<file path="config.mk">
export PLATFORM = sky130hd
export DESIGN_NAME = pam_merge
export DESIGN_NICKNAME = d
export VERILOG_FILES = /design/src/rtl/core/pam_pkg.sv /design/src/rtl/core/pam_merge.sv
export SDC_FILE = /design/constraint.sdc
export NUM_CORES = 1
export LEC_CHECK = 0
export BUFFER_PORTS_ARGS = -buffer_cell sky130_fd_sc_hd__buf_2
export CAP_MARGIN = 20
export CORE_MARGIN = 4
export CORE_UTILIZATION = 30
export CTS_CLUSTER_SIZE = 8
export DETAILED_ROUTE_END_ITERATION = 10
export PLACE_DENSITY = 0.61
export SYNTH_ARGS = -nofsm -noshare
export SYNTH_HDL_FRONTEND = slang
export SYNTH_SLANG_ARGS = --single-unit
export TNS_END_PERCENT = 10
</file>
<file path="constraint.sdc">
create_clock -name clock -period 1.7 [get_ports clock]
set_input_delay 0.34 -clock clock [delete_from_list [all_inputs] [get_ports clock]]
set_output_delay 0.34 -clock clock [all_outputs]
set_load 0.005 [all_outputs]
</file>
<file path="src/rtl/core/pam_pkg.sv">
// Shared constants, types and codes of the six-channel peak amplitude meter.
package pam_pkg;

   localparam int CHANNELS    = 6;
   localparam int SAMPLE_BITS = 12;
   localparam int FIELD_COUNT = 6;
   localparam int AMP_BITS    = 12;
   localparam int TIME_BITS   = 32;
   localparam int DIV_BITS    = 16;
   localparam int CSR_IDX_BITS = 3;
   localparam int CSR_DATA_BITS = 16;

   localparam int REQ_DATA_BITS = ((FIELD_COUNT * SAMPLE_BITS + TIME_BITS + 7) / 8) * 8;
   localparam int RSP_DATA_BITS = ((FIELD_COUNT * AMP_BITS + 7) / 8) * 8;

   // smoothing: (4*old + peak) / 5 through a reciprocal multiply
   localparam int SUM_BITS    = SAMPLE_BITS + 3;
   localparam int RECIP_SHIFT = SUM_BITS + 3;
   localparam int RECIP_BITS  = RECIP_SHIFT - 1;
   localparam int PROD_BITS   = SUM_BITS + RECIP_BITS;
   localparam logic [RECIP_BITS-1:0] RECIP_FIVE =
      RECIP_BITS'((2 ** RECIP_SHIFT) / 5 + 1);

   // amplitude: diff * 100 / divisor
   localparam int NUM_BITS = SAMPLE_BITS + 7;
   localparam int CNT_BITS = $clog2(NUM_BITS + 1);
   localparam logic [NUM_BITS-1:0] AMP_SCALE = NUM_BITS'(100);
   localparam logic [AMP_BITS-1:0] AMP_MAX   = '1;

   // register indexes
   localparam logic [CSR_IDX_BITS-1:0] CSR_DIVISOR_FIRST    = 3'd0;
   localparam logic [CSR_IDX_BITS-1:0] CSR_DIVISOR_OTHER    = 3'd1;
   localparam logic [CSR_IDX_BITS-1:0] CSR_PEAK_MIDPOINT    = 3'd2;
   localparam logic [CSR_IDX_BITS-1:0] CSR_WINDOW_MS        = 3'd3;
   localparam logic [CSR_IDX_BITS-1:0] CSR_CORRECTION_LIMIT = 3'd4;
   localparam logic [CSR_IDX_BITS-1:0] CSR_FLOOR_LIMIT      = 3'd5;

   // register reset values
   localparam logic [DIV_BITS-1:0]    RST_DIVISOR_FIRST    = 16'd1154;
   localparam logic [DIV_BITS-1:0]    RST_DIVISOR_OTHER    = 16'd1120;
   localparam logic [SAMPLE_BITS-1:0] RST_PEAK_MIDPOINT    = SAMPLE_BITS'(2048);
   localparam logic [15:0]            RST_WINDOW_MS        = 16'd40;
   localparam logic [AMP_BITS-1:0]    RST_CORRECTION_LIMIT = AMP_BITS'(50);
   localparam logic [AMP_BITS-1:0]    RST_FLOOR_LIMIT      = AMP_BITS'(5);

   typedef logic [SAMPLE_BITS-1:0] sample_type;
   typedef logic [AMP_BITS-1:0]    amp_type;
   typedef amp_type [FIELD_COUNT-1:0] amp_vec_type;

   typedef struct packed {
      logic accept;
      logic close;
   } lane_ctrl_type;

   typedef struct packed {
      logic [DIV_BITS-1:0] divisor;
      sample_type          midpoint;
      amp_type             correction_limit;
      amp_type             floor_limit;
   } lane_cfg_type;

   typedef enum logic [2:0] {
      LN_IDLE,
      LN_SUM,
      LN_MUL,
      LN_SCALE,
      LN_DIV,
      LN_POST,
      LN_DONE
   } lane_state_type;

   typedef enum logic [1:0] {
      TOP_IDLE,
      TOP_BUSY,
      TOP_HOLD
   } top_state_type;

endpackage

</file>
<file path="src/rtl/core/pam_merge.sv">
// Result stage: gathers the lane amplitudes into the output item register.
module pam_merge (
   input  logic                               clock,
   input  logic                               reset,
   input  logic                               load,
   input  pam_pkg::amp_vec_type               amps,
   output logic                               free,
   output logic                               rsp_tvalid,
   input  logic                               rsp_tready,
   output logic [pam_pkg::RSP_DATA_BITS-1:0]  rsp_tdata
);

   logic                              valid_ff;
   logic [pam_pkg::RSP_DATA_BITS-1:0] data_ff;

   assign free       = !valid_ff || rsp_tready;
   assign rsp_tvalid = valid_ff;
   assign rsp_tdata  = data_ff;

   always_ff @(posedge clock) begin
      if (reset) begin
         valid_ff <= 1'b0;
      end else if (load) begin
         valid_ff <= 1'b1;
      end else if (rsp_tready) begin
         valid_ff <= 1'b0;
      end
   end

   always_ff @(posedge clock) begin
      if (load) data_ff <= pam_pkg::RSP_DATA_BITS'(amps);
   end

endmodule

</file>
Word-level counts from Yosys, hierarchy flattened
Cells that the tools add are included.
W data, S select, Z words.
{"block": "word_totals", "regBits": 73, "inputBits": 76, "output_inout_bits": 74}
{"block": "op_classes", "mux": 2, "reduce_logical": 3}
{"cell": "$mux W1", "count": 2}
{"cell": "$reduce_bool A2 Y1", "count": 1}
{"cell": "$logic_not A1 Y1", "count": 1}
{"cell": "$logic_or A1 B1 Y1", "count": 1}

Longest topological paths before layout
Gate-level depths: netlist (run 1).
{"block": "depth", "word_depth": 2, "depth_mapped": 2, "mapped_depth_nobuf": 2}

Worst setup path after synthesis (run 1)
No wires, ideal clock.
{"block": "synth_path", "path_kind": "input-to-output", "start": "in rsp_tready", "end": "out free", "arrival_ps": 466, "required_time_ps": 1360, "path_slack_ps": 894, "cell_stages": 1, "path_buffers": 0, "cell_sequence": "nand2b_4"}
{"block": "synth_between", "elab_chain_cells": 1}
{"item": "from (decl)", "line_no": "pam_merge.sv:9", "text": "input logic rsp_tready,"}
{"item": "$logic_or A1 B1 Y1", "line_no": "pam_merge.sv:16", "text": "assign free = !valid_ff || rsp_tready;"}
{"item": "to (decl)", "line_no": "pam_merge.sv:7", "text": "output logic free,"}
Every way passes these cells.

Worst setup path in the final report (run 1)
{"block": "layout_path", "start": "reg valid_ff (netlist: rsp_tvalid)", "end": "out free"}
{"block": "layout_between", "elab_chain_cells": 2}
{"item": "from (decl)", "line_no": "pam_merge.sv:13", "text": "logic valid_ff;"}
{"item": "from (signal assigned)", "line_no": "pam_merge.sv:22", "text": "valid_ff <= 1'b0;"}
{"item": "from (signal assigned)", "line_no": "pam_merge.sv:24", "text": "valid_ff <= 1'b1;"}
{"item": "from (signal assigned)", "line_no": "pam_merge.sv:26", "text": "valid_ff <= 1'b0;"}
{"item": "$logic_not A1 Y1", "line_no": "pam_merge.sv:16"}
{"item": "$logic_or A1 B1 Y1", "line_no": "pam_merge.sv:16"}
Every way passes these cells.

==> out/metrics.csv, run 1 <==
stage,metric,value,unit
routing,drt-total-wl,4850,um
critical_path,start_kind,flip-flop,
clock_network,cts_buffers,9,
placement,portBuffers,149,
clock_network,cts_sinks,73,
routing,wire_per_inst,14.2,um
floorplan,rows,31,
power_and_ir_drop,power.density,1100,mW/mm2
synthesis,synthCells,76,
clock_network,cts_resized,0,
clock_network,clk_latency,0.33,ns
global_route,antenna_found_initial,3,
global_route,grt_max_degree,74,
critical_path,critPathKind,reg2out,
critical_path,cp.arrival,0.90,ns
flow_run,cap_viol_max_count,0,
status,status,finished clean,
sta,setup_viol,0,
sta,hold_violations,0,
placement,gp_congestion,0.666,
floorplan,initial_core_util,0.306,
power_and_ir_drop,p_leak,1.40,nW
routing,first_iter_violations,68,
synthesis,ys_seq_elements,73,
cells_and_area,area_delta_synth_final,48.1,%
clock_network,post_cts_buffers,0,
synthesis,syn_nets,152,
sta,relSlewSlack,0.746,
floorplan,die-area,0.00880,mm2
hold_path,hp-class,in2reg,
routing,ant_nets,0,
critical_path,cp-end-kind,output port,
clock_network,cts.path.max_buffers,2,
synthesis,yosys_warnings,0,
cells_and_area,mostFrequentLayoutCell,buf_2,
routing,dr_total_vias,1342,
sta,finalSetupTns,0,ns
routing,vias_per_cell,3.94,
power_and_ir_drop,vdd_drop_max,568,uV
global_route,grt_pass1_vias,1413,
sta,period_share,0.727,
critical_path,cp.required,1.36,ns
cells_and_area,drive_gt1_frac,0.690,
floorplan,core_area,0.00721,mm2
critical_path,max_stage_delay,0.38,ns
critical_path,critical_path.max_fanout,2,
sta,drv_slew,0,
power_and_ir_drop,total_power,3.61,mW
floorplan,io_pins,150,
clock_network,root_buffer,clkbuf_8,
synthesis,syn_area,0.00221,mm2
sta,fmax,809,MHz
synthesis,avgSynthCellArea,29.1,um2
global_route,overflow,0,
floorplan,fp.dieW,93.8,um
floorplan,die_h,93.8,um
routing,first_pass_iters,2,
sta,rsz0062_at_grt,no,
sta,worstMarginPinSlew,0.380,ns
global_route,grt_util_all_layers,0.112,
sta,finClkSkew,0,ns
synthesis,ys_types,5,
cells_and_area,final_cell_mix,"buf_2 (149), edfxtp_1 (72), clkbuf_8 (9), clkinvlp_4 (3), clkinv_4 (2)",
critical_path,path_cells,nand2b_4 > buf_2,
critical_path,slowest_stage,dfxtp_1,
cells_and_area,diodes,0,
clock_network,htree_num_levels,3,
clock_network,hold_buffers,0,
clock_network,clk_pin_slew,0.08,ns
routing,drc_errors,0,
global_route,grt_first_pass_wirelength,6980,um
clock_network,cts_tree,yes,
synthesis,ys_seq_area_frac,0.988,
cells_and_area,fin_nets,313,
sta,hold_slack,0.169,ns
sta,period_needed,1.24,ns
## sequential cells by signal (all words and copies together) (netlist names)
register / cells
rsp_tvalid: 1
rsp_tdata: 72
## report_power, final
part	leakage [nW]	switching (mW)	internal (mW)
clock network	0.0785	0.633	0.531
logic	0.609	0.128	0.153
registers	0.713	0.0325	2.13
total	1.40	0.793	2.82
## worst paths after layout
check	slack, ns	cells past startpoint	to	startpoint
min reg2reg	0.50	2	rsp_tvalid	rsp_tvalid
max	0.46	2	free	rsp_tvalid
min	0.17	1	rsp_tdata[46]	amps[46]
max reg2reg	1.06	2	rsp_tvalid	rsp_tvalid
## metrics by stage
stage,setup WS (ns),utilization,std cells,area (um2)
after floorplan,0.894,-,76,2210
after global placement,0.555,0.429,325,3100
after detailed placement,0.551,0.429,325,3100
after CTS,0.435,0.453,341,3270
after global routing,0.411,0.453,341,3270
final,0.464,0.453,341,3270
## worst max-delay path: cells and delay by family (launching register included)
family | cells | cell delay, ns
DFF | 1 | 0.38
buffers and inverters | 1 | 0.12
and+or+nand+nor | 1 | 0.07
## cell usage after synthesis
cell type	number	area (um2)
a21oi_2	1	8.76
dfxtp_1	1	20.0
edfxtp_1	72	2160
inv_1	1	3.75
nand2b_4	1	13.8
## cell type report
| cell class | count | area (um2) |
|---|---|---|
| Clock buffer | 10 | 128 |
| Clock inverter | 6 | 45.0 |
| Fill cell | 693 | 3940 |
| Inverter | 1 | 3.75 |
| Multi-Input combinational cell | 2 | 22.5 |
| Sequential cell | 73 | 2180 |
| Tap cell | 99 | 124 |
| Timing Repair Buffer | 150 | 766 |
## cell families after synthesis
group,after synthesis,synth area share
and+or+nand+nor,1,0.00623
buffers and inverters,1,0.00170
AOI/OAI and AO/OA,1,0.00397
DFF,73,0.988
## per-layer routing
| metal | vias to the layer above | routed length (um) | track usage |
|---|---|---|---|
| met5 | - | 41 | 0 |
| met4 | 6 | 61 | 0.0722 |
| met3 | 13 | 709 | 0.0777 |
| met2 | 83 | 2440 | 0.170 |
| met1 | 613 | 1600 | 0.109 |
| li1 | 627 | - | - |
No activity file was read; power rests on OpenSTA's default activity.
==> inputs of run 2 (changes only) <==
- clock period: 1.7 -> 1.2 ns (I/O delays scaled with it)
==> out/metrics.csv, run 2 (synthesized netlist as in run 1, its figures left out) <==
stage,metric,value,unit
status,status,finished clean,
power_and_ir_drop,vdd_drop_max,811,uV
routing,vias_per_cell,3.90,
sta,period_needed,1.14,ns
global_route,grt_first_pass_wirelength,7050,um
cells_and_area,final_cell_mix,"buf_2 (149), edfxtp_1 (72), clkbuf_8 (9)",
placement,placed_cell_area,0.00312,mm2
power_and_ir_drop,p_leak,1.42,nW
clock_network,clk_latency,0.33,ns
flow_run,cap_viol_max_count,0,
critical_path,ff2ff_setup_slack,0.58,ns
hold_path,holdPathStages,2,
sta,setup_ws,0.0590,ns
cells_and_area,largest_reg_flops,72,
cells_and_area,area_delta_synth_final,50.0,%
floorplan,die-area,0.00880,mm2
floorplan,initial_core_util,0.306,
hold_path,worstHoldEndpoint,rsp_tvalid,
floorplan,die_h,93.8,um
hold_path,hp-class,in2reg,
global_route,grt_max_degree,39,
sta,drv_slew,0,
sta,hold_violations,0,
cells_and_area,drive_gt1_frac,0.691,
sta,relSlewSlack,0.862,
sta,finalSetupTns,0,ns
global_route,grt_pass1_vias,1365,
global_route,overflow,0,
floorplan,core_area,0.00721,mm2
critical_path,reg2regPathDepth,2,
routing,wire_per_inst,14.2,um
floorplan,rows,31,
sta,rsz0062_at_grt,no,
placement,preCtsSetupSlack,0.253,ns
cells_and_area,finalInstanceArea,0.00331,mm2
critical_path,cp.arrival,0.90,ns
critical_path,start_kind,flip-flop,
routing,first_pass_iters,4,
hold_path,min_from,reset,
critical_path,crit_start,rsp_tvalid,
critical_path,critical_path.max_fanout,2,
floorplan,fp.dieW,93.8,um
routing,drt-total-wl,4860,um
clock_network,hold_buffers,0,
cells_and_area,diodes,0,
sta,worstMarginPinSlew,0.207,ns
sta,fmax,876,MHz
placement,gp_congestion,0.648,
critical_path,cp-end-kind,output port,
sta,setup_viol,0,
sta,finClkSkew,0,ns
sta,period_share,0.951,
routing,ant_nets,0,
clock_network,cts_sinks,73,
global_route,antenna_found_initial,3,
clock_network,post_cts_buffers,0,
critical_path,r2r-end,rsp_tvalid,
critical_path,r2r-start,rsp_tvalid,
clock_network,cts_tree,yes,
clock_network,clk_pin_slew,0.07,ns
clock_network,cts_buffers,9,
global_route,grt_util_all_layers,0.114,
critical_path,cp.required,0.96,ns
cells_and_area,mostFrequentLayoutCell,buf_2,
power_and_ir_drop,power.density,1610,mW/mm2
clock_network,htree_num_levels,3,
critical_path,critPathKind,reg2out,
routing,drc_errors,0,
placement,portBuffers,149,
routing,first_iter_violations,53,
clock_network,cts.path.max_buffers,2,
floorplan,io_pins,150,
clock_network,cts_resized,0,
clock_network,root_buffer,clkbuf_8,
cells_and_area,fin_nets,314,
routing,dr_total_vias,1333,
-- run 2: cell count changes in the layout (fill, tap and decap cells not counted) --
| cell | before | now |
|---|---|---|
| buf_12 | 1 | 2 |
| bufinv_16 | 0 | 1 |
| clkbuf_1 | 1 | 0 |
| clkinv_1 | 0 | 1 |
| clkinvlp_4 | 3 | 2 |
-- run 2: critical path, stage by stage (launching register included) --
cell,delay [ns]
dfxtp_1,0.38
nand2b_4,0.07
buf_2,0.12
-- run 2: metal layers --
layer | routed length, um | GRT usage | part of all wire | vias up
li1 | - | - | - | 631
met1 | 1620 | 0.119 | 0.33 | 596
met2 | 2320 | 0.162 | 0.48 | 87
met3 | 778 | 0.0817 | 0.16 | 13
met4 | 92 | 0.0722 | 0.019 | 6
met5 | 42 | 0 | 0.0086 | -
-- run 2: through the flow --
stage | hold slack (ns) | power, mW | util | std cells
after floorplan | 0.302 | 3.17 | - | 76
after global placement | 0.410 | 3.53 | 0.432 | 326
after detailed placement | 0.413 | 3.54 | 0.432 | 326
after CTS | 0.0410 | 5.42 | 0.459 | 342
after global routing | 0.0335 | 5.58 | 0.459 | 342
final | 0.0603 | 5.33 | 0.459 | 342
-- run 2: power breakdown --
part           internal (mW)  total [mW]  switching (mW)
combinational          0.224       0.407           0.183
sequential              3.02        3.06          0.0444
clock                  0.955        1.86           0.906
-- run 2: area by class of cell --
cell class              instances  area [um2]
clock buffers                   9         124
clock inverters                 7        71.3
fillers                       674        3900
inverters                       1        3.75
multi-input cells               2        22.5
flip-flops and latches         73        2180
well taps                      99         124
repair buffers                151         786
-- run 2: how the worst max path moves through the flow --
| stage | to | slack (ns) | depth (start not counted) |
|---|---|---|---|
| finish | free | 0.06 | 2 |
| global placement | rsp_tdata[29] | 0.26 | 2 |
| floorplan | free | 0.53 | 1 |
| detailed placement | rsp_tdata[12] | 0.25 | 2 |
| CTS | free | 0.03 | 2 |
| global route | free | 0.01 | 2 |
