### config.mk
export PLATFORM = sky130hd
export DESIGN_NAME = pam_lane
export DESIGN_NICKNAME = d
export VERILOG_FILES = /design/src/rtl/core/pam_pkg.sv /design/src/rtl/core/pam_lane.sv
export SDC_FILE = /design/constraint.sdc
export NUM_CORES = 1
export LEC_CHECK = 0
export BUFFER_PORTS_ARGS = -buffer_cell sky130_fd_sc_hd__buf_4
export CORE_ASPECT_RATIO = 1.75
export CORE_MARGIN = 3
export CORE_UTILIZATION = 28
export DETAILED_ROUTE_END_ITERATION = 10
export PLACE_DENSITY = 0.45
export SLEW_MARGIN = 20
export SYNTH_ARGS = -nofsm -noshare
export SYNTH_HDL_FRONTEND = slang
export SYNTH_SLANG_ARGS = --single-unit
### constraint.sdc
create_clock -name clock -period 7.4 [get_ports clock]
set_input_delay 0.74 -clock clock [delete_from_list [all_inputs] [get_ports clock]]
set_output_delay 0.74 -clock clock [all_outputs]
set_load 0.02 [all_outputs]
### src/rtl/core/pam_pkg.sv
// Shared constants, types and codes of the six-channel peak amplitude meter.
package pam_pkg;

   localparam int CHANNELS    = 6;
   localparam int SAMPLE_BITS = 12;
   localparam int FIELD_COUNT = 6;
   localparam int AMP_BITS    = 12;
   localparam int TIME_BITS   = 32;
   localparam int DIV_BITS    = 16;
   localparam int CSR_IDX_BITS = 3;
   localparam int CSR_DATA_BITS = 16;

   localparam int REQ_DATA_BITS = ((FIELD_COUNT * SAMPLE_BITS + TIME_BITS + 7) / 8) * 8;
   localparam int RSP_DATA_BITS = ((FIELD_COUNT * AMP_BITS + 7) / 8) * 8;

   // smoothing: (4*old + peak) / 5 through a reciprocal multiply
   localparam int SUM_BITS    = SAMPLE_BITS + 3;
   localparam int RECIP_SHIFT = SUM_BITS + 3;
   localparam int RECIP_BITS  = RECIP_SHIFT - 1;
   localparam int PROD_BITS   = SUM_BITS + RECIP_BITS;
   localparam logic [RECIP_BITS-1:0] RECIP_FIVE =
      RECIP_BITS'((2 ** RECIP_SHIFT) / 5 + 1);

   // amplitude: diff * 100 / divisor
   localparam int NUM_BITS = SAMPLE_BITS + 7;
   localparam int CNT_BITS = $clog2(NUM_BITS + 1);
   localparam logic [NUM_BITS-1:0] AMP_SCALE = NUM_BITS'(100);
   localparam logic [AMP_BITS-1:0] AMP_MAX   = '1;

   // register indexes
   localparam logic [CSR_IDX_BITS-1:0] CSR_DIVISOR_FIRST    = 3'd0;
   localparam logic [CSR_IDX_BITS-1:0] CSR_DIVISOR_OTHER    = 3'd1;
   localparam logic [CSR_IDX_BITS-1:0] CSR_PEAK_MIDPOINT    = 3'd2;
   localparam logic [CSR_IDX_BITS-1:0] CSR_WINDOW_MS        = 3'd3;
   localparam logic [CSR_IDX_BITS-1:0] CSR_CORRECTION_LIMIT = 3'd4;
   localparam logic [CSR_IDX_BITS-1:0] CSR_FLOOR_LIMIT      = 3'd5;

   // register reset values
   localparam logic [DIV_BITS-1:0]    RST_DIVISOR_FIRST    = 16'd1154;
   localparam logic [DIV_BITS-1:0]    RST_DIVISOR_OTHER    = 16'd1120;
   localparam logic [SAMPLE_BITS-1:0] RST_PEAK_MIDPOINT    = SAMPLE_BITS'(2048);
   localparam logic [15:0]            RST_WINDOW_MS        = 16'd40;
   localparam logic [AMP_BITS-1:0]    RST_CORRECTION_LIMIT = AMP_BITS'(50);
   localparam logic [AMP_BITS-1:0]    RST_FLOOR_LIMIT      = AMP_BITS'(5);

   typedef logic [SAMPLE_BITS-1:0] sample_type;
   typedef logic [AMP_BITS-1:0]    amp_type;
   typedef amp_type [FIELD_COUNT-1:0] amp_vec_type;

   typedef struct packed {
      logic accept;
      logic close;
   } lane_ctrl_type;

   typedef struct packed {
      logic [DIV_BITS-1:0] divisor;
      sample_type          midpoint;
      amp_type             correction_limit;
      amp_type             floor_limit;
   } lane_cfg_type;

   typedef enum logic [2:0] {
      LN_IDLE,
      LN_SUM,
      LN_MUL,
      LN_SCALE,
      LN_DIV,
      LN_POST,
      LN_DONE
   } lane_state_type;

   typedef enum logic [1:0] {
      TOP_IDLE,
      TOP_BUSY,
      TOP_HOLD
   } top_state_type;

endpackage

### src/rtl/core/pam_lane.sv
// One channel lane: peak tracking, smoothing and serial amplitude division.
module pam_lane (
   input  logic                  clock,
   input  logic                  reset,
   input  pam_pkg::lane_ctrl_type ctrl,
   input  pam_pkg::sample_type   sample,
   input  pam_pkg::lane_cfg_type cfg,
   output pam_pkg::amp_type      amplitude,
   output logic                  done
);

   pam_pkg::lane_state_type state_ff, state_in;

   pam_pkg::sample_type peak_high_ff, peak_low_ff;
   pam_pkg::sample_type smooth_high_ff, smooth_low_ff;
   logic [pam_pkg::SUM_BITS-1:0]  sum_high_ff, sum_low_ff;
   logic [pam_pkg::PROD_BITS-1:0] prod_high_ff, prod_low_ff;
   logic [pam_pkg::DIV_BITS-1:0]  rem_ff;
   logic [pam_pkg::NUM_BITS-1:0]  quo_ff;
   logic [pam_pkg::CNT_BITS-1:0]  count_ff;
   pam_pkg::amp_type              amp_ff;

   pam_pkg::sample_type          new_high, new_low, diff;
   logic [pam_pkg::NUM_BITS-1:0] num;
   logic [pam_pkg::DIV_BITS:0]   trial;
   logic                         take;
   pam_pkg::amp_type             amp_in;

   always_comb begin
      state_in = state_ff;
      unique case (state_ff)
         pam_pkg::LN_IDLE:  if (ctrl.close) state_in = pam_pkg::LN_SUM;
         pam_pkg::LN_SUM:   state_in = pam_pkg::LN_MUL;
         pam_pkg::LN_MUL:   state_in = pam_pkg::LN_SCALE;
         pam_pkg::LN_SCALE: state_in = pam_pkg::LN_DIV;
         pam_pkg::LN_DIV: begin
            if (count_ff == pam_pkg::CNT_BITS'(pam_pkg::NUM_BITS - 1))
               state_in = pam_pkg::LN_POST;
         end
         pam_pkg::LN_POST:  state_in = pam_pkg::LN_DONE;
         pam_pkg::LN_DONE:  state_in = pam_pkg::LN_IDLE;
         default:           state_in = pam_pkg::LN_IDLE;
      endcase
   end

   always_comb begin
      done = (state_ff == pam_pkg::LN_DONE);
   end

   assign amplitude = amp_ff;

   always_comb begin
      new_high = prod_high_ff[pam_pkg::RECIP_SHIFT +: pam_pkg::SAMPLE_BITS];
      new_low  = prod_low_ff[pam_pkg::RECIP_SHIFT +: pam_pkg::SAMPLE_BITS];
      diff     = (new_high > new_low) ? (new_high - new_low) : '0;
      num      = pam_pkg::NUM_BITS'(diff) * pam_pkg::AMP_SCALE;
      trial    = {rem_ff, quo_ff[pam_pkg::NUM_BITS-1]};
      take     = (trial >= {1'b0, cfg.divisor});
   end

   always_comb begin
      logic [pam_pkg::NUM_BITS-1:0] a;
      a = quo_ff;
      if ((a != '0) && (a < pam_pkg::NUM_BITS'(cfg.correction_limit)))
         a = a - 1'b1;
      if (a < pam_pkg::NUM_BITS'(cfg.floor_limit))
         a = '0;
      if (cfg.divisor == '0)
         amp_in = pam_pkg::AMP_MAX;
      else if (a > pam_pkg::NUM_BITS'(pam_pkg::AMP_MAX))
         amp_in = pam_pkg::AMP_MAX;
      else
         amp_in = a[pam_pkg::AMP_BITS-1:0];
   end

   always_ff @(posedge clock) begin
      if (reset) begin
         state_ff       <= pam_pkg::LN_IDLE;
         peak_high_ff   <= pam_pkg::RST_PEAK_MIDPOINT;
         peak_low_ff    <= pam_pkg::RST_PEAK_MIDPOINT;
         smooth_high_ff <= '0;
         smooth_low_ff  <= '0;
      end else begin
         state_ff <= state_in;
         if (ctrl.accept) begin
            if (sample > peak_high_ff) peak_high_ff <= sample;
            if (sample < peak_low_ff)  peak_low_ff  <= sample;
         end else if (state_ff == pam_pkg::LN_SUM) begin
            peak_high_ff <= cfg.midpoint;
            peak_low_ff  <= cfg.midpoint;
         end
         if (state_ff == pam_pkg::LN_SCALE) begin
            smooth_high_ff <= new_high;
            smooth_low_ff  <= new_low;
         end
      end
   end

   always_ff @(posedge clock) begin
      case (state_ff)
         pam_pkg::LN_SUM: begin
            sum_high_ff <= {1'b0, smooth_high_ff, 2'b00} + pam_pkg::SUM_BITS'(peak_high_ff);
            sum_low_ff  <= {1'b0, smooth_low_ff, 2'b00} + pam_pkg::SUM_BITS'(peak_low_ff);
         end
         pam_pkg::LN_MUL: begin
            prod_high_ff <= pam_pkg::PROD_BITS'(sum_high_ff) * pam_pkg::PROD_BITS'(pam_pkg::RECIP_FIVE);
            prod_low_ff  <= pam_pkg::PROD_BITS'(sum_low_ff) * pam_pkg::PROD_BITS'(pam_pkg::RECIP_FIVE);
         end
         pam_pkg::LN_SCALE: begin
            rem_ff   <= '0;
            quo_ff   <= num;
            count_ff <= '0;
         end
         pam_pkg::LN_DIV: begin
            if (take)
               rem_ff <= pam_pkg::DIV_BITS'(trial - {1'b0, cfg.divisor});
            else
               rem_ff <= trial[pam_pkg::DIV_BITS-1:0];
            quo_ff   <= {quo_ff[pam_pkg::NUM_BITS-2:0], take};
            count_ff <= count_ff + 1'b1;
         end
         pam_pkg::LN_POST: amp_ff <= amp_in;
         default: ;
      endcase
   end

endmodule

# Word-level counts from Yosys, hierarchy flattened
# Cells that the tools add are included.
# Widths: inputs -> output; s select.
[totals]
regBits = 193
latch_bits = 0
mem_bits_rw = 0
romBits = 0
memories = 0
[classes]
addsub = 6
n_mul = 3
div = 0
magnitude_cmp = 7
n_eq_ne = 11
shifts = 0
muxes = 15
n_bitwise = 0
reduce_logical = 10
[op_table]
columns = ["op", "n"]
rows = [
  ["$mux 12", 6],
  ["$mul 15x16->30 const B", 2],
  ["$lt 19x12->1", 2],
  ["$mux 19", 2],
  ["$pmux 19 s2", 1],
  ["$pmux 16 s2", 1],
  ["$add 14x12->15", 2],
  ["$gt 12x12->1", 2],
  ["$gt 19x12->1 const B", 1],
  ["$reduce_bool 19->1", 1],
  ["$sub 19x1->19 const B", 1],
  ["$pmux 3 s6", 1],
  ["$ge 17x16->1", 1],
  ["$mul 12x5->17 const B", 1],
  ["$logic_not 16->1", 1],
  ["$mux 16", 1],
  ["$sub 16x16->16", 1],
  ["$lt 12x12->1", 1],
  ["$sub 12x12->12", 1],
  ["$pmux 5 s2", 1],
  ["$eq 3x3->1 const B", 3],
  ["$eq 3x2->1 const B", 2],
  ["$mux 3", 2],
  ["$reduce_and 2->1", 3],
  ["other kinds (9)", 12],
]

# Depth between registers and ports, before layout
# Gate-level depths: netlist of the first run.
[depth]
word_depth = 7
depth_mapped = 28

# Worst setup path before layout of the first run
# No wires, ideal clock.
[synth_timing]
path_type = "register to register"
from = "register prod_high_ff[18] in the netlist's numbering"
to = "register quo_ff[16] in the netlist's numbering, data pin"
t_arrival_ns = 5.345
required_time_ns = 7.130
setup_slack_ns = 1.784
path_stages_with_launch = 28
path_buffers = 0
period_less_slack_ns = 5.616
path_cell_list = "edfxtp_1 -> inv_1 -> ha_1 -> inv_1 -> fa_1 -> a21o_1 -> a21oi_1 -> nor2b_1 -> o21a_1 -> o211a_1 -> o21a_1 -> o21ai_0 -> a211o_1 -> nor3_1 -> ha_1 -> ha_1 -> inv_1 -> fa_1 -> inv_1 -> ha_1 -> a21o_1 -> a21oi_1 -> nor2b_1 -> o21a_1 -> o311a_1 -> nor3_1 -> xor2_1 -> a21oi_1"
[synth_via]
elab_chain_len = 4
[synth_rtl]
columns = ["element", "line_no", "text"]
rows = [
  ["start: declaration", "pam_lane.sv:17", "logic [pam_pkg::PROD_BITS-1:0] prod_high_ff, prod_low_ff;"],
  ["start signal: assignment", "pam_lane.sv:106", "prod_high_ff <= pam_pkg::PROD_BITS'(sum_high_ff) * pam_pkg::PROD_BITS'(pam_pkg::RECIP_FIVE);"],
  ["$sub 12x12->12 / $gt 12x12->1 (equally long branches)", "pam_lane.sv:55", "diff = (new_high > new_low) ? (new_high - new_low) : '0;"],
  ["$mux 12 *", "pam_lane.sv:55", ""],
  ["$mul 12x5->17 *", "pam_lane.sv:56", "num = pam_pkg::NUM_BITS'(diff) * pam_pkg::AMP_SCALE;"],
  ["$pmux 19 s2 *", "pam_lane.sv:100", "case (state_ff)"],
  ["end signal: assignment", "pam_lane.sv:111", "quo_ff <= num;"],
  ["end signal: assignment", "pam_lane.sv:119", "quo_ff <= {quo_ff[pam_pkg::NUM_BITS-2:0], take};"],
  ["end: declaration", "pam_lane.sv:19", "logic [pam_pkg::NUM_BITS-1:0] quo_ff;"],
]
# Every way passes the cells marked *; elsewhere a longest branch is shown, timed or not.
# A chain may end at the register's enable or synchronous reset.

# Worst setup path in the final report of the first run
# Ends and elaborated chain as after synthesis.

==> flow_summary.json, run 1 <==
{
  "overflow": 0,
  "grt_use_met1": 0.131,
  "ant_nets": 0,
  "status": "finished clean",
  "clk_latency_ps": 450,
  "cts_tree": "built",
  "grt_pass1_vias": 13716,
  "io_pins": 81,
  "rsz0062_at_grt": "no",
  "synth_top_area_frac": 0.253,
  "ys.flop_type": "edfxtp_1",
  "fin_area_sq_mm": 0.0196,
  "drc": 0,
  "via_per_inst": 4.63,
  "hold_violations": 0,
  "dr_total_vias": 12446,
  "min_path_type": "reg2reg",
  "cp-end-kind": "register",
  "fin_tns_setup_ps": 0,
  "syn_area_per_cell_sq_um": 9.64,
  "yosys.area.top_type": "ha_1",
  "busiest_layer": "met2",
  "clk_pin_slew_ps": 60,
  "cts_resized": 0,
  "use_met3": 0.0162,
  "port_buffers": 80,
  "root_buffer": "clkbuf_16",
  "yosys-top-cells-area": "ha_1 (25%), edfxtp_1 (18%), fa_1 (15%)",
  "place_inst": 2656,
  "seq_area_frac_synth": 0.241,
  "grt_pass1_wl_um": 72800,
  "yosys-top-cells-count": "ha_1 (353), inv_1 (352), fa_1 (129)",
  "die_h_um": 336,
  "drt_iter0_drc": 389,
  "dp_hpwl_um": 39400,
  "synth-edff-count": 106,
  "start_kind": "register",
  "synthesis.nets": 2361,
  "max_freq_mhz": 163,
  "holdWs_ps": 460,
  "layoutNonFillerInstCount": 2689,
  "syn_area_sq_mm": 0.0175,
  "grt_max_degree": 45,
  "power.leakage_uw": 0.00950,
  "setup_slack_ps": 1280,
  "die-area_sq_mm": 0.0655,
  "skew_ps": 18.0,
  "fillers": 6321,
  "place_area_sq_mm": 0.0189,
  "setup_viol": 0,
  "synth_warnings": 0,
  "ys_seq_elements": 157,
  "critPathKind": "reg2reg",
  "cts_max_level": 4,
  "critPathMaxFanout": 7,
  "core_sq_mm": 0.0614,
  "num_rows": 120,
  "ir_drop_mv": 0.347,
  "cts_buffer_depth": 2,
  "worst_slew_pin_slew_ps": 974,
  "syn_inst": 1811,
  "arrival_ps": 6290,
  "numCtsBuffers": 17,
  "start_util": 0.284,
  "wire_per_inst_um": 16.9,
  "synthDistinctLibCells": 69,
  "place_congestion": 0.833,
  "grt.total_usage": 0.143,
  "maxCapViolCount": 0,
  "nets": 2432,
  "fin_crit_sh": 0.827,
  "slew_headroom": 0.350,
  "cp_data_required_time_ps": 7570,
  "grt_util_met2": 0.311,
  "dieWidth_um": 195,
  "cts_hold_buf": 0,
  "finalWirelength_um": 45300,
  "syn2layout_area_growth_pct": 12.2,
  "cts_sinks": 157,
  "powerDensity_mw_per_mm2": 435,
  "period_minus_slack_ps": 6120,
  "slew_viol_final": 0,
  "ys_async_sr_fraction": 0,
  "layout-drive-gt1-share": 0.0807,
  "firstDrtPassIters": 5,
  "place_ws_ps": 1340,
  "postCtsSetupBuffers": 0,
  "antenna_found_initial": 2,
  "synth.most_common_cell": "ha_1"
}
-- sequential cells by signal, indices dropped and copies added, names as in the netlist, 12 cells and up --
| name | count |
|---|---|
| amplitude | 12 |
| prod_low_ff | 12 |
| rem_ff | 16 |
| peak_high_ff | 12 |
| prod_high_ff | 12 |
| peak_low_ff | 12 |
| smooth_low_ff | 12 |
| quo_ff | 19 |
| sum_low_ff | 15 |
| sum_high_ff | 15 |
| smooth_high_ff | 12 |
-- critical path, stage by stage (launching register included) --
cell      delay [ps]
edfxtp_1         390
inv_1             70
ha_1             160
inv_1             60
fa_1             400
a21o_1           190
a21oi_1          190
nor2b_1           90
o21a_1           200
o211a_1          220
o21a_1           170
o21ai_0          320
a211o_1          300
nor3_1           150
ha_1             320
ha_1             280
inv_1             50
fa_1             490
inv_1             40
ha_1             330
a21o_1           190
a21oi_1          210
nor2b_1           70
o21a_1           190
o311a_1          320
nor3_1           210
xor2_1           170
a21oi_1           80
-- power by group --
part | internal, uW | leakage (uW) | total (uW) | switching, uW
logic | 2690 | 0.00778 | 6150 | 3460
clock network | 549 | 0.000309 | 942 | 393
registers | 1320 | 0.00141 | 1430 | 115
total | 4560 | 0.00950 | 8530 | 3970
-- layout make-up --
cell class                      instances  area [sq um]  share of cell area
Antenna cell                            1          2.50            0.000128
Clock buffer                           21           493              0.0252
Clock inverter                         11           126             0.00645
Inverter                              352          1320              0.0675
Multi-Input combinational cell       1269         11800               0.603
Sequential cell                       157          4200               0.215
Tap cell                              793           992              0.0507
Timing Repair Buffer                   85           638              0.0326
-- stage by stage --
step / util / power [uW]
floorplan: - / 6070
global placement: 0.309 / 7680
detailed placement: 0.309 / 7710
CTS: 0.319 / 8750
global route: 0.319 / 9660
finish: 0.319 / 8530
-- path summary, 6_finish.rpt --
check	start	endpoint	slack, ps	depth (start not counted)
max	prod_high_ff[18]	quo_ff[16]	1280	27
min	smooth_high_ff[6]	smooth_high_ff[6]	460	2
max reg2reg	prod_high_ff[18]	quo_ff[16]	1280	27
min reg2reg	smooth_high_ff[6]	smooth_high_ff[6]	460	2
-- layout by cell type (no fill, tap or decap), types with 8 or more instances in the layout --
cell         n
a211oi_1     8
a21boi_0     8
a21o_1      29
a21oi_1     97
buf_4       85
clkbuf_16   19
dfxtp_1     51
edfxtp_1   106
fa_1       129
ha_1       353
inv_1      352
mux2_2      11
mux2i_1     35
nand2_1    122
nand2b_1    16
nand3_1     25
nand4_1     17
nor2_1     107
nor2b_1     19
nor3_1      31
nor4_1      11
o21a_1      16
o21ai_0     41
or2_2        8
or3_1       11
xnor2_1     50
xor2_1      32
-- cell families (layout without fill, tap and decap cells) --
| kind of cell | count (synthesis) | after routing | share of synthesized area |
|---|---|---|---|
| buffers and inverters | 385 | 469 | 0.0841 |
| xor gates and xnor gates | 82 | 82 | 0.0412 |
| other | 0 | 1 | 0 |
| adders and majority gates | 482 | 482 | 0.401 |
| DFF | 157 | 157 | 0.241 |
| and+or+nand+nor | 398 | 398 | 0.108 |
| muxes | 46 | 46 | 0.0272 |
| AOI/OAI and AO/OA | 261 | 261 | 0.0975 |
-- per-layer routing --
metal / share of wire / up-vias
li1: - / 6252
met1: 0.34 / 5989
met2: 0.61 / 155
met3: 0.018 / 50
met4: 0.029 / 0
met5: 0 / -
Power figures use the tool's default switching activity.
==> run 2, diff against run 1 <==
==> constraint.sdc (replaced) <==
create_clock -name clock -period 6.4 [get_ports clock]
set_input_delay 0.64 -clock clock [delete_from_list [all_inputs] [get_ports clock]]
set_output_delay 0.64 -clock clock [all_outputs]
set_load 0.02 [all_outputs]
==> run 2 against run 1 <==
Compared with the run above: clock power is 7% higher; die area unchanged; core utilization hardly changed; clock-buffer cell count is 3 lower; critical path type unchanged; highest routed layer unchanged.
==> flow_summary.json, run 2 (synthesis results as in run 1) <==
{
  "ff2ff_setup_slack_ps": 390,
  "power_frac_comb": 0.728,
  "max_freq_mhz": 166,
  "setup_slack_ps": 391,
  "fin_tns_setup_ps": 0,
  "clk_latency_ps": 450,
  "cts_buffer_depth": 2,
  "grt_max_degree": 45,
  "clk_pin_slew_ps": 80,
  "powerDensity_mw_per_mm2": 500,
  "layout-drive-gt1-share": 0.0831,
  "place_congestion": 0.820,
  "maxCapViolCount": 0,
  "grt_pass1_wl_um": 72900,
  "critPathKind": "reg2reg",
  "start_kind": "register",
  "crit_start": "sum_low_ff[4]",
  "clock_power_share": 0.103,
  "seq_area_sq_mm": 0.00420,
  "drt_iter0_drc": 339,
  "nets": 2438,
  "syn2layout_area_growth_pct": 12.2,
  "fillers": 6346,
  "arrival_ps": 6190,
  "dieWidth_um": 195,
  "antenna_found_initial": 1,
  "cts_sinks": 157,
  "mostFrequentLayoutCell": "ha_1",
  "reg_top3": "quo_ff (19), rem_ff (16)",
  "min-delay-start": "smooth_high_ff[7]",
  "setup_viol": 0,
  "rr_startpoint": "sum_low_ff[4]",
  "cp-end-kind": "register",
  "largest_reg_flops": 19,
  "die_h_um": 336,
  "power.internal_uw": 5170,
  "wire_per_inst_um": 16.8,
  "drc": 0,
  "fin_crit_sh": 0.939,
  "critPathMaxFanout": 4,
  "dr_total_vias": 12412,
  "place_ws_ps": 312,
  "cts_tree": "built",
  "firstDrtPassIters": 5,
  "slew_viol_final": 0,
  "final_cell_mix": "ha_1 (353), inv_1 (352), fa_1 (129)",
  "switching_power_uw": 4620,
  "cts_max_level": 4,
  "numCtsBuffers": 17,
  "min_path_type": "reg2reg",
  "cts_hold_buf": 0,
  "ant_nets": 0,
  "worst_slew_pin_slew_ps": 1020,
  "grt.total_usage": 0.143,
  "grt_pass1_vias": 13681,
  "num_rows": 120,
  "io_pins": 81,
  "port_buffers": 80,
  "ir_drop_mv": 0.279,
  "start_util": 0.284,
  "core_sq_mm": 0.0614,
  "multi_input_area_sq_mm": 0.0118,
  "skew_ps": 19.3,
  "cp_data_required_time_ps": 6580,
  "period_minus_slack_ps": 6010,
  "overflow": 0,
  "power.leakage_uw": 0.00951,
  "finalWirelength_um": 45300,
  "swShare": 0.472,
  "slew_headroom": 0.319,
  "dp_hpwl_um": 39500,
  "regMostFlops": "quo_ff",
  "die-area_sq_mm": 0.0655,
  "via_per_inst": 4.61,
  "root_buffer": "clkbuf_16",
  "hold_violations": 0,
  "rsz0062_at_grt": "no",
  "status": "finished clean",
  "seqPwrFrac": 0.169
}
[run 2: changes by cell type in the layout (fill, tap and decap cells not counted), moves of 2 or more]
cell | previous run | this run
buf_4 | 85 | 91
clkinv_2 | 2 | 0
inv_6 | 2 | 6
clkinv_4 | 3 | 5
bufinv_16 | 2 | 0
inv_4 | 2 | 0
clkbuf_16 | 19 | 17
[run 2: per-layer routing]
metal | global-route usage | routed length, um | part of all wire | up-vias
li1 | - | - | - | 6273
met1 | 0.130 | 15500 | 0.34 | 5969
met2 | 0.311 | 27500 | 0.61 | 126
met3 | 0.0153 | 797 | 0.018 | 44
met4 | 0.0515 | 1440 | 0.032 | 0
met5 | 0 | 0 | 0 | -
[run 2: path summary, 6_finish.rpt]
kind                                           to  cells past startpoint
worst max-delay path              prod_low_ff[29]                     19
worst min-delay path            smooth_high_ff[7]                      2
worst max register to register    prod_low_ff[29]                     19
worst min register to register  smooth_high_ff[7]                      2
[run 2: power groups by stage]
stage	combinational, uW	clock (uW)	sequential, uW
after floorplan	5400	0	1620
after global placement	7180	0	1680
after detailed placement	7220	0	1680
after CTS	7330	1040	1660
after global routing	8300	1080	1670
final	7130	1010	1650
[run 2: critical path, cell delays in order, from the launching register on]
cell and delay [ps]:
edfxtp_1 420, inv_1 60, ha_1 270, inv_1 60, fa_1 640, inv_1 90
fa_1 540, inv_1 50, fa_1 480, fa_1 490, ha_1 300, ha_1 310
a211o_1 310, a2111oi_2 480, a211oi_1 220, o21ai_2 280, nor3_1 90, or3_1 380
a21oi_1 190, xnor2_1 70
[run 2: timing repair]
action / CTS / global route
endpoints found under the hold margin: 0 / 0
setup endpoints to repair: 0 / 6
buffers inserted: 0 / 2
resized for setup: 0 / 2
[run 2: final cells by class]
class                   count  share of cell area
well taps                 793              0.0507
repair buffers             91              0.0349
flip-flops and latches    157               0.215
inverters                 352              0.0675
clock buffers              18              0.0224
diodes                      1            0.000128
multi-input cells        1269               0.603
clock inverters            14             0.00652
[run 2: stage by stage]
| stage | instance area (sq um) | utilization | total power [uW] | hold slack (ps) | instances |
|---|---|---|---|---|---|
| after detailed placement | 19000 | 0.309 | 8900 | 454 | 2660 |
| final | 19600 | 0.319 | 9790 | 461 | 2695 |
| after floorplan | 17500 | - | 7010 | 430 | 1811 |
| after CTS | 19500 | 0.318 | 10000 | 464 | 2692 |
| after global placement | 19000 | 0.309 | 8860 | 453 | 2660 |
| after global routing | 19600 | 0.319 | 11000 | 490 | 2694 |
